### src/hw/rtl/tevq_pkg.sv
// tevq_pkg: shared types and constants for the timed event priority queue
// used by tevq_cell and timed_event_priority_queue; no dependencies

package tevq_pkg;

    // default configuration
    localparam int DEPTH_DEF     = 64;
    localparam int TIME_BITS_DEF = 32;

    // fixed field widths
    localparam int PID_W      = 8;
    localparam int IN_TIME_W  = 32;
    localparam int OUT_TIME_W = 32;
    localparam int ENTRIES_W  = 7;
    localparam int STATUS_W   = 2;

    // function codes
    localparam logic FUNC_INSERT = 1'b0;
    localparam logic FUNC_TAKE   = 1'b1;

    // status codes
    localparam logic [STATUS_W-1:0] ST_TAKEN    = 2'd0;
    localparam logic [STATUS_W-1:0] ST_INSERTED = 2'd1;
    localparam logic [STATUS_W-1:0] ST_EMPTY    = 2'd2;
    localparam logic [STATUS_W-1:0] ST_FULL     = 2'd3;

    // control broadcast to every cell of the chain
    typedef struct packed {
        logic ins;   // insert this cycle (queue not full)
        logic take;  // take this cycle (queue not empty)
        logic swap;  // take the second entry instead of the first
    } t_cell_ctrl;

endpackage

### src/hw/rtl/tevq_cell.sv
// tevq_cell: one slot of the sorted event chain
// depends on tevq_pkg; takes an entry from the left neighbor on insert or the right one on take

module tevq_cell #(
    parameter int IDX       = 0,
    parameter int TIME_BITS = tevq_pkg::TIME_BITS_DEF
) (
    input  logic                        i_clk,
    input  logic                        i_rst_n,
    input  tevq_pkg::t_cell_ctrl        i_ctrl,
    input  logic [TIME_BITS-1:0]        i_new_time,
    input  logic [tevq_pkg::PID_W-1:0]  i_new_pid,
    input  logic                        i_new_core,
    input  logic                        i_prev_ge,
    input  logic                        i_prev_valid,
    input  logic [TIME_BITS-1:0]        i_prev_time,
    input  logic [tevq_pkg::PID_W-1:0]  i_prev_pid,
    input  logic                        i_prev_core,
    input  logic                        i_next_valid,
    input  logic [TIME_BITS-1:0]        i_next_time,
    input  logic [tevq_pkg::PID_W-1:0]  i_next_pid,
    input  logic                        i_next_core,
    output logic                        o_ge,
    output logic                        o_valid,
    output logic [TIME_BITS-1:0]        o_time,
    output logic [tevq_pkg::PID_W-1:0]  o_pid,
    output logic                        o_core
);
    import tevq_pkg::*;

    logic                 r_valid, n_valid;
    logic [TIME_BITS-1:0] r_time, n_time;
    logic [PID_W-1:0]     r_pid, n_pid;
    logic                 r_core, n_core;
    logic                 w_ge;
    logic                 w_shl;

    // new word goes at or before this slot when the slot is empty or not earlier
    assign w_ge = !(r_valid && (r_time < i_new_time));

    // slots from the taken position onward pull from the right
    assign w_shl = i_ctrl.take && ((IDX != 0) || !i_ctrl.swap);

    // next slot contents
    always_comb begin
        n_valid = r_valid;
        n_time  = r_time;
        n_pid   = r_pid;
        n_core  = r_core;
        if (i_ctrl.ins) begin
            if (i_prev_ge) begin
                n_valid = i_prev_valid;
                n_time  = i_prev_time;
                n_pid   = i_prev_pid;
                n_core  = i_prev_core;
            end else if (w_ge) begin
                n_valid = 1'b1;
                n_time  = i_new_time;
                n_pid   = i_new_pid;
                n_core  = i_new_core;
            end
        end else if (w_shl) begin
            n_valid = i_next_valid;
            n_time  = i_next_time;
            n_pid   = i_next_pid;
            n_core  = i_next_core;
        end
    end

    // valid bit under reset, payload free running
    always_ff @(posedge i_clk) begin
        if (!i_rst_n) begin
            r_valid <= 1'b0;
        end else begin
            r_valid <= n_valid;
        end
    end

    always_ff @(posedge i_clk) begin
        r_time <= n_time;
        r_pid  <= n_pid;
        r_core <= n_core;
    end

    assign o_ge    = w_ge;
    assign o_valid = r_valid;
    assign o_time  = r_time;
    assign o_pid   = r_pid;
    assign o_core  = r_core;

endmodule

### config.mk
export PLATFORM = sky130hd
export DESIGN_NAME = tevq_cell
export DESIGN_NICKNAME = d
export VERILOG_FILES = /design/src/hw/rtl/tevq_pkg.sv /design/src/hw/rtl/tevq_cell.sv
export SDC_FILE = /design/constraint.sdc
export NUM_CORES = 1
export LEC_CHECK = 0
export ABC_AREA = 1
export BUFFER_PORTS_ARGS = -buffer_cell sky130_fd_sc_hd__buf_4
export CAP_MARGIN = 20
export CORE_UTILIZATION = 40
export CTS_BUF_LIST = sky130_fd_sc_hd__clkbuf_16
export CTS_CLUSTER_SIZE = 25
export DETAILED_ROUTE_END_ITERATION = 6
export GPL_TIMING_DRIVEN = 0
export PLACE_DENSITY = 0.75
export SLEW_MARGIN = 20
export SYNTH_ARGS = -nofsm -noshare
export SYNTH_HDL_FRONTEND = slang
export SYNTH_SLANG_ARGS = --single-unit
### constraint.sdc
create_clock -name i_clk -period 4.6 [get_ports i_clk]
set_input_delay 0.46 -clock i_clk [delete_from_list [all_inputs] [get_ports i_clk]]
set_output_delay 0.46 -clock i_clk [all_outputs]
set_load 0.01 [all_outputs]
==> results of run 1 <==
[power groups by stage]
| stage | sequential (mW) | clock, mW | combinational [mW] |
|---|---|---|---|
| 5_1_grt | 0.496 | 0.422 | 0.393 |
| 3_5_place_dp | 0.499 | 0 | 0.354 |
| 3_3_place_gp | 0.498 | 0 | 0.342 |
| 2_1_floorplan | 0.516 | 0 | 0.145 |
| 6_report | 0.491 | 0.399 | 0.351 |
| 4_1_cts | 0.491 | 0.402 | 0.356 |
[per-layer routing]
metal  vias to the layer above  part of all wire, %  GRT usage (%)
met5                         -                    0              0
met3                         4                  7.0           5.18
li1                       1544                    -              -
met2                       117                   51           40.6
met1                      1416                   41           28.3
met4                         0                 0.62           5.22
[state kept, by name, indices dropped and copies added, names as in the netlist]
signal and count:
o_time 32, o_pid 8, o_core 1, o_valid 1
[final timing paths]
check,from,to,slack (ns)
min reg2reg,o_valid,o_valid,0.52
max,o_time[15],o_time[30],2.27
max reg2reg,o_time[15],o_time[30],2.27
min,i_rst_n,o_valid,0.41
[kinds of logic after synthesis]
group                      after synthesis  synth area share, %
and+or+nand+nor                        152                 23.2
DFF                                     42                 42.4
AOI/OAI and AO/OA                       53                 12.3
buffers and inverters                   62                 8.91
adders and majority gates               31                 13.2
[area by class of cell]
type,count,area (µm²),share of cell area [%]
inverters,44,173,3.80
clock inverters,3,40.0,0.881
plain buffers,18,90.1,1.98
well taps,96,120,2.64
repair buffers,172,1310,28.9
multi-input cells,236,1430,31.6
flip-flops and latches,42,1250,27.5
clock buffers,5,125,2.75
[critical path, stage by stage, from the launching register on]
cell and delay [ns]:
edfxtp_1 0.40, ha_1 0.31, nand2_1 0.06, inv_1 0.05, nand3_1 0.08, nor3_1 0.14
nand2_1 0.08, nand2_2 0.06, nand2_2 0.06, nand3_2 0.08, nand2_1 0.07, inv_2 0.39
buf_16 0.23
[placed cells by master, fill, tap and decap left out]
master	count
a21o_1	1
inv_8	1
nand4_1	2
nand3_2	2
nor2_2	2
clkbuf_1	12
edfxtp_1	41
clkbuf_8	1
clkinv_2	2
nor2_1	6
clkbuf_16	5
inv_1	39
buf_16	1
o22ai_1	1
dfxtp_1	1
nor3_1	1
bufinv_16	1
nand3b_1	1
a21oi_2	4
o211ai_1	31
ha_1	31
nand3_1	53
buf_4	171
a31oi_1	1
nor3_2	1
buf_6	1
a21oi_1	10
nor2_4	1
o21ai_1	3
inv_2	4
nand2_2	2
nand2_1	81
buf_2	4
o21ai_0	2
==> impl_metrics.ini, run 1 <==
[status]
status = finished clean

[power]
p_sw_share_pct = 26.7
switchingPower_mw = 0.332
clkPwrFrac_pct = 32.2
p_leak_nw = 2.24
power_mw = 1.24
powerDensity_nw_per_um2 = 273
comb_power_share_pct = 28.3
intPower_mw = 0.910
ir_worst_vdd_v = 0.000162
seqPwrFrac_pct = 39.6

[timing]
finalSetupViolCount = 0
period_needed_ns = 2.33
drv_slew = 0
hold_slack_ns = 0.409
finalWorstSetupSlack_ns = 2.27
fin_tns_setup_ns = 0
fin_crit_sh_pct = 50.6
rsz0062_at_grt = no
hold_violations = 0
clock.fmax_ghz = 0.430
worstMarginPinSlew_ns = 0.519
clock_skew_ns = 0.00767
relSlewSlack_pct = 65.4

[job]
max-cap-violations = 0

[finish]
drive_gt1_share_pct = 39.0
finalNonFillerCells = 616
num-nets-final = 681
area_growth_pct = 54.2
n_antenna_cell = 0
fin_area_um2 = 4540
fill_cells = 627
post-route-util_pct = 65.4

[logic_synthesis]
ys_seq_area_share_pct = 42.4
yosysTopAreaCell = edfxtp_1
synth_top_flop_cell = edfxtp_1
async_flop_share_pct = 0
synth-seq-cells = 42
synth_area_per_cell_um2 = 8.67
syn_area_um2 = 2950
synth.distinct_cells = 29
yosys-top-cells-count = 81 x nand2_1, 53 x nand3_1, 41 x edfxtp_1
syn_inst = 340
synth-edff-count = 41
syn-num-nets = 502
ys.warnings.count = 0
synth_top_area_share_pct = 41.8
netlist_top_cells_area = edfxtp_1 42%, ha_1 13%, nand2_1 10%
synth.most_common_cell = nand2_1

[route]
viasPerCell = 5.00
postRouteAntennaNets = 0
vias = 3081
drt-wirelength-per-cell_um = 13.8
drtIter0Drc = 102
drt_first_pass_iters = 4
drc = 0
routed_wl_um = 8530

[place]
dpl_worst_slack_ns = 2.08
placed_cells = 608
gp_congestion = 0.756
dpl-instance-area_um2 = 4380
hpwlAfterDp_um = 6780
io_buffers = 171

[clocking]
cts_hold_buf = 0
clk_pin_slew_worst_paths_ns = 0.06
tritoncts = done
cts-root-buf = clkbuf_16
cts-resized-gates = 0
cts_buffer_depth = 2
cts_setup_buffers = 0
cts_buffers = 5
insertion_delay_ns = 0.28
cts.sinks = 42
htreeDepth = 2

[worst_hold_path]
hp-class = in -> reg
hold_depth = 3

[floorplan]
initial_core_util_pct = 42.5
num_io_pins = 174
die_y_um = 87.8
core_area_um2 = 6940
dieArea_um2 = 7720
die_x_um = 87.8
fp-row-count = 30

[setup_path]
startpoint_type = register
path_class = reg -> reg
worstSetupEndpointType = register
reg2reg_depth = 12
worst_ep_required_time_ns = 4.59
arrival_ns = 2.31
cp_max_fo = 22

[grt]
grt_max_degree = 23
grt_antenna_before_repair = 0
grt_pass1_wl_um = 13500
grt_pass1_vias = 2991
grt_overflow = 0
grt.total_usage_pct = 22.9
Note: power is estimated with default switching activity, not from simulation.
==> run 2: changes to the inputs <==
PLACE_DENSITY = 0.77   (was 0.75)
clock period = 2.05 ns   (was 4.6 ns; I/O delays follow)
==> impl_metrics.ini, run 2 (synthesized netlist as in run 1, its figures left out) <==
[status]
status = finished, violations left
violations = negative setup slack

[timing]
relSlewSlack_pct = 40.7
drv_slew = 0
clock_skew_ns = 0.00727
finalSetupViolCount = 31
period_needed_ns = 2.08
fin_tns_setup_ns = -0.849
rsz0062_at_grt = yes
worstMarginPinSlew_ns = 0.881
finalWorstSetupSlack_ns = -0.0343
hold_violations = 0
clock.fmax_ghz = 0.480
fin_crit_sh_pct = 102
hold_slack_ns = 0.164

[setup_path]
worstSetupEndpointType = register
arrival_ns = 2.13
reg2reg_depth = 9
path_class = reg -> reg
cp_max_fo = 10
r2r-end = o_time[9]
startpoint_type = register
r2r_slack_ns = -0.03
startpoint = o_time[29]
worst_ep_required_time_ns = 2.10
regToRegStartpoint = o_time[29]

[clocking]
tritoncts = done
cts_buffers = 5
clk_pin_slew_worst_paths_ns = 0.07
insertion_delay_ns = 0.28
cts_buffer_depth = 2
htreeDepth = 2
cts.sinks = 42
cts-root-buf = clkbuf_16

[worst_hold_path]
hp-class = in -> reg
hold_path_startpoint = i_rst_n
hold_depth = 3
hold-path-endpoint = o_valid

[floorplan]
initial_core_util_pct = 42.5
core_area_um2 = 6940
fp-row-count = 30
num_io_pins = 174
die_y_um = 87.8
die_x_um = 87.8
dieArea_um2 = 7720

[finish]
post-route-util_pct = 69.1
drive_gt1_share_pct = 42.8
layout_commonest_cell = buf_4
regArea_um2 = 1250
finalNonFillerCells = 631
fill_cells = 598
num-nets-final = 696
multi_input_area_um2 = 1560
n_antenna_cell = 0
largest_reg_flops = 32
fin_area_um2 = 4800
final_cell_mix = 178 x buf_4, 79 x nand2_1, 52 x nand3_1
area_growth_pct = 62.9

[grt]
grt_pass1_vias = 3049
grt_max_degree = 14
grt_pass1_wl_um = 13700
grt_antenna_before_repair = 0
grt_overflow = 0
grt.total_usage_pct = 23.4

[route]
postRouteAntennaNets = 0
viasPerCell = 4.99
vias = 3151
routed_wl_um = 8940
drc = 0
drtIter0Drc = 64
drt_first_pass_iters = 4
drt-wirelength-per-cell_um = 14.2

[power]
power_mw = 2.87
powerDensity_nw_per_um2 = 598
p_leak_nw = 2.30
ir_worst_vdd_v = 0.000306

[place]
io_buffers = 171
dpl_worst_slack_ns = -0.740
gp_congestion = 0.815
dpl-instance-area_um2 = 4400
hpwlAfterDp_um = 6710
placed_cells = 607

[job]
max-cap-violations = 0
## run 2: cell types whose count changed in the layout (fill, tap and decap cells not counted), moves of 2 or more
cell        before  now
ha_4             0    7
nand2_1         81   79
ha_1            31   24
buf_6            1    4
buf_12           0    2
clkinvlp_4       0    5
buf_4          171  178
## run 2: area by class of cell
cell class | instances | area share, %
buffer | 18 | 1.88
clock buffer | 5 | 2.61
clock inverter | 3 | 0.834
inverter | 44 | 3.67
multi-input combinational | 236 | 32.4
sequential | 42 | 26.1
tap | 96 | 2.50
timing repair buffer | 183 | 29.4
timing repair inverter | 4 | 0.625
## run 2: routing by layer
| metal | routed length (µm) | up-vias | GRT usage [%] |
|---|---|---|---|
| li1 | - | 1573 | - |
| met1 | 3600 | 1439 | 28.0 |
| met2 | 4540 | 132 | 41.9 |
| met3 | 719 | 7 | 5.09 |
| met4 | 80 | 0 | 6.71 |
| met5 | 0 | - | 0 |
## run 2: what timing repair did
action,CTS,global route
gates resized for setup,11,6
endpoints found under the setup margin,41,42
gates cloned,4,0
setup buffers,8,4
pin swaps,4,2
hold buffers,0,0
## run 2: how the worst max path moves through the flow
stage,endpoint,cells past startpoint
after floorplan,o_core,8
after global placement,o_time[27],11
after detailed placement,o_time[29],11
after CTS,o_time[12],12
after global routing,o_time[12],12
final,o_time[9],9
## run 2: power breakdown
group	switching (mW)	internal (mW)
Sequential	0.0510	1.06
Combinational	0.404	0.465
Clock	0.323	0.570
Total	0.778	2.09
## run 2: critical path, cell delays in order (launching register included)
cell and delay (ns):
edfxtp_1 0.43, ha_4 0.24, a21o_1 0.15, a31oi_1 0.19
nand2_1 0.11, a21oi_2 0.19, nand3_4 0.13, nand2_8 0.13
clkinvlp_4 0.12, buf_12 0.15
==> run 3: changes to the inputs <==
GPL_ROUTABILITY_DRIVEN = 0   (was not set)
RECOVER_POWER = 25   (was not set)
==> impl_metrics.ini, run 3 (synthesized netlist as in run 1, its figures left out) <==
[floorplan]
dieArea_um2 = 7720
core_area_um2 = 6940
num_io_pins = 174
die_y_um = 87.8
fp-row-count = 30
initial_core_util_pct = 42.5
die_x_um = 87.8

[timing]
rsz0062_at_grt = yes
hold_slack_ns = 0.165
worstMarginPinSlew_ns = 0.881
period_needed_ns = 2.08
finalWorstSetupSlack_ns = -0.0343
finalSetupViolCount = 31
clock.fmax_ghz = 0.480
clock_skew_ns = 0.00705
fin_crit_sh_pct = 102
drv_slew = 0
relSlewSlack_pct = 40.6
hold_violations = 0

[finish]
post-route-util_pct = 69.0
largest_reg_flops = 32
fill_cells = 600
final_cell_mix = 178 x buf_4, 79 x nand2_1, 52 x nand3_1
num-nets-final = 696
drive_gt1_share_pct = 42.6
area_growth_pct = 62.6
finalNonFillerCells = 631
n_antenna_cell = 0
layout_commonest_cell = buf_4

[setup_path]
startpoint = o_time[29]
cp_max_fo = 10
max_stage_delay_ns = 0.43
worst_ep_required_time_ns = 2.10
path_buf_inv = 2
path_class = reg -> reg
arrival_ns = 2.13
worstSetupEndpointType = register
r2r_slack_ns = -0.03
cp_top_family = compound AO/OA/AOI/OAI gates
crit_path_top_delay_cell = edfxtp_1
startpoint_type = register
path_cells = ha_4 > a21o_1 > a31oi_1 > nand2_1 > a21oi_2 > nand3_4 > nand2_8 > clkinvlp_4 > buf_12
regToRegStartpoint = o_time[29]

[power]
ir_worst_vdd_v = 0.000306
p_leak_nw = 2.30
powerDensity_nw_per_um2 = 598
power_mw = 2.87

[route]
postRouteAntennaNets = 0
drt_first_pass_iters = 4
drtIter0Drc = 61
drc = 0
drt-wirelength-per-cell_um = 14.1
vias = 3156
viasPerCell = 5.00
routed_wl_um = 8930

[clocking]
cts-root-buf = clkbuf_16
cts_hold_buf = 0
cts_buffers = 5
insertion_delay_ns = 0.28
tritoncts = done
clk_pin_slew_worst_paths_ns = 0.07
cts.sinks = 42
cts_buffer_depth = 2
htreeDepth = 2

[grt]
grt.total_usage_pct = 23.4
grt_max_degree = 14
grt_pass1_vias = 3049
grt_pass1_wl_um = 13700
grt_antenna_before_repair = 0
grt_overflow = 0

[job]
max-cap-violations = 0

[worst_hold_path]
hp-class = in -> reg
hold_path_startpoint = i_rst_n

[place]
dpl_worst_slack_ns = -0.740
placed_cells = 607
hpwlAfterDp_um = 6710
io_buffers = 171

[status]
violations = negative setup slack
status = finished, violations left
[run 3: changes by cell type in the layout (fill, tap and decap cells not counted), sizes merged]
cell,previous run,this run
buf,188,187
clkbuf,18,19
[run 3: final timing paths]
kind / end / depth (start not counted)
setup / recovery: o_time[9] / 9
hold / removal: o_valid / 3
setup reg to reg: o_time[9] / 9
hold reg to reg: o_valid / 2
[run 3: area by class of cell]
type	count	area (µm²)	area share [%]
timing repair buffer	183	1410	29.4
multi-input combinational	236	1560	32.5
tap	96	120	2.51
clock inverter	3	40.0	0.835
inverter	44	176	3.68
sequential	42	1250	26.1
timing repair inverter	4	30.0	0.626
buffer	18	82.6	1.72
clock buffer	5	125	2.61
[run 3: per-stage QoR]
stage          area (µm²)  setup TNS, ns
6_report             4790         -0.848
5_1_grt              4790          -5.36
4_1_cts              4730         -0.516
3_5_place_dp         4400         -30.31
3_3_place_gp         4400         -28.40
2_1_floorplan        2990         -12.41
[run 3: worst min-delay path: cells and delay by family]
kind / cells / cell delay (ns)
buffers and inverters: 1 / 0.11
AND/OR/NAND/NOR: 2 / 0.09
[run 3: where the power goes]
group          total (mW)  switching (mW)  internal, mW
sequential           1.11          0.0510          1.06
clock               0.893           0.323         0.570
combinational       0.867           0.404         0.463
total                2.87           0.778          2.09
[run 3: repair_timing]
action / 4_1_cts / 5_1_grt
pin swaps: 4 / 2
endpoints found under the hold margin: 0 / 0
setup buffers: 8 / 4
gates resized for setup: 11 / 6
gates cloned: 4 / 0
setup endpoints to repair: 41 / 42
[run 3: per-layer routing]
metal	vias up	wire length, µm	track usage (%)
met1	1442	3600	28.0
met3	7	720	5.09
li1	1573	-	-
met4	0	80	6.71
met5	-	0	0
met2	134	4530	41.9
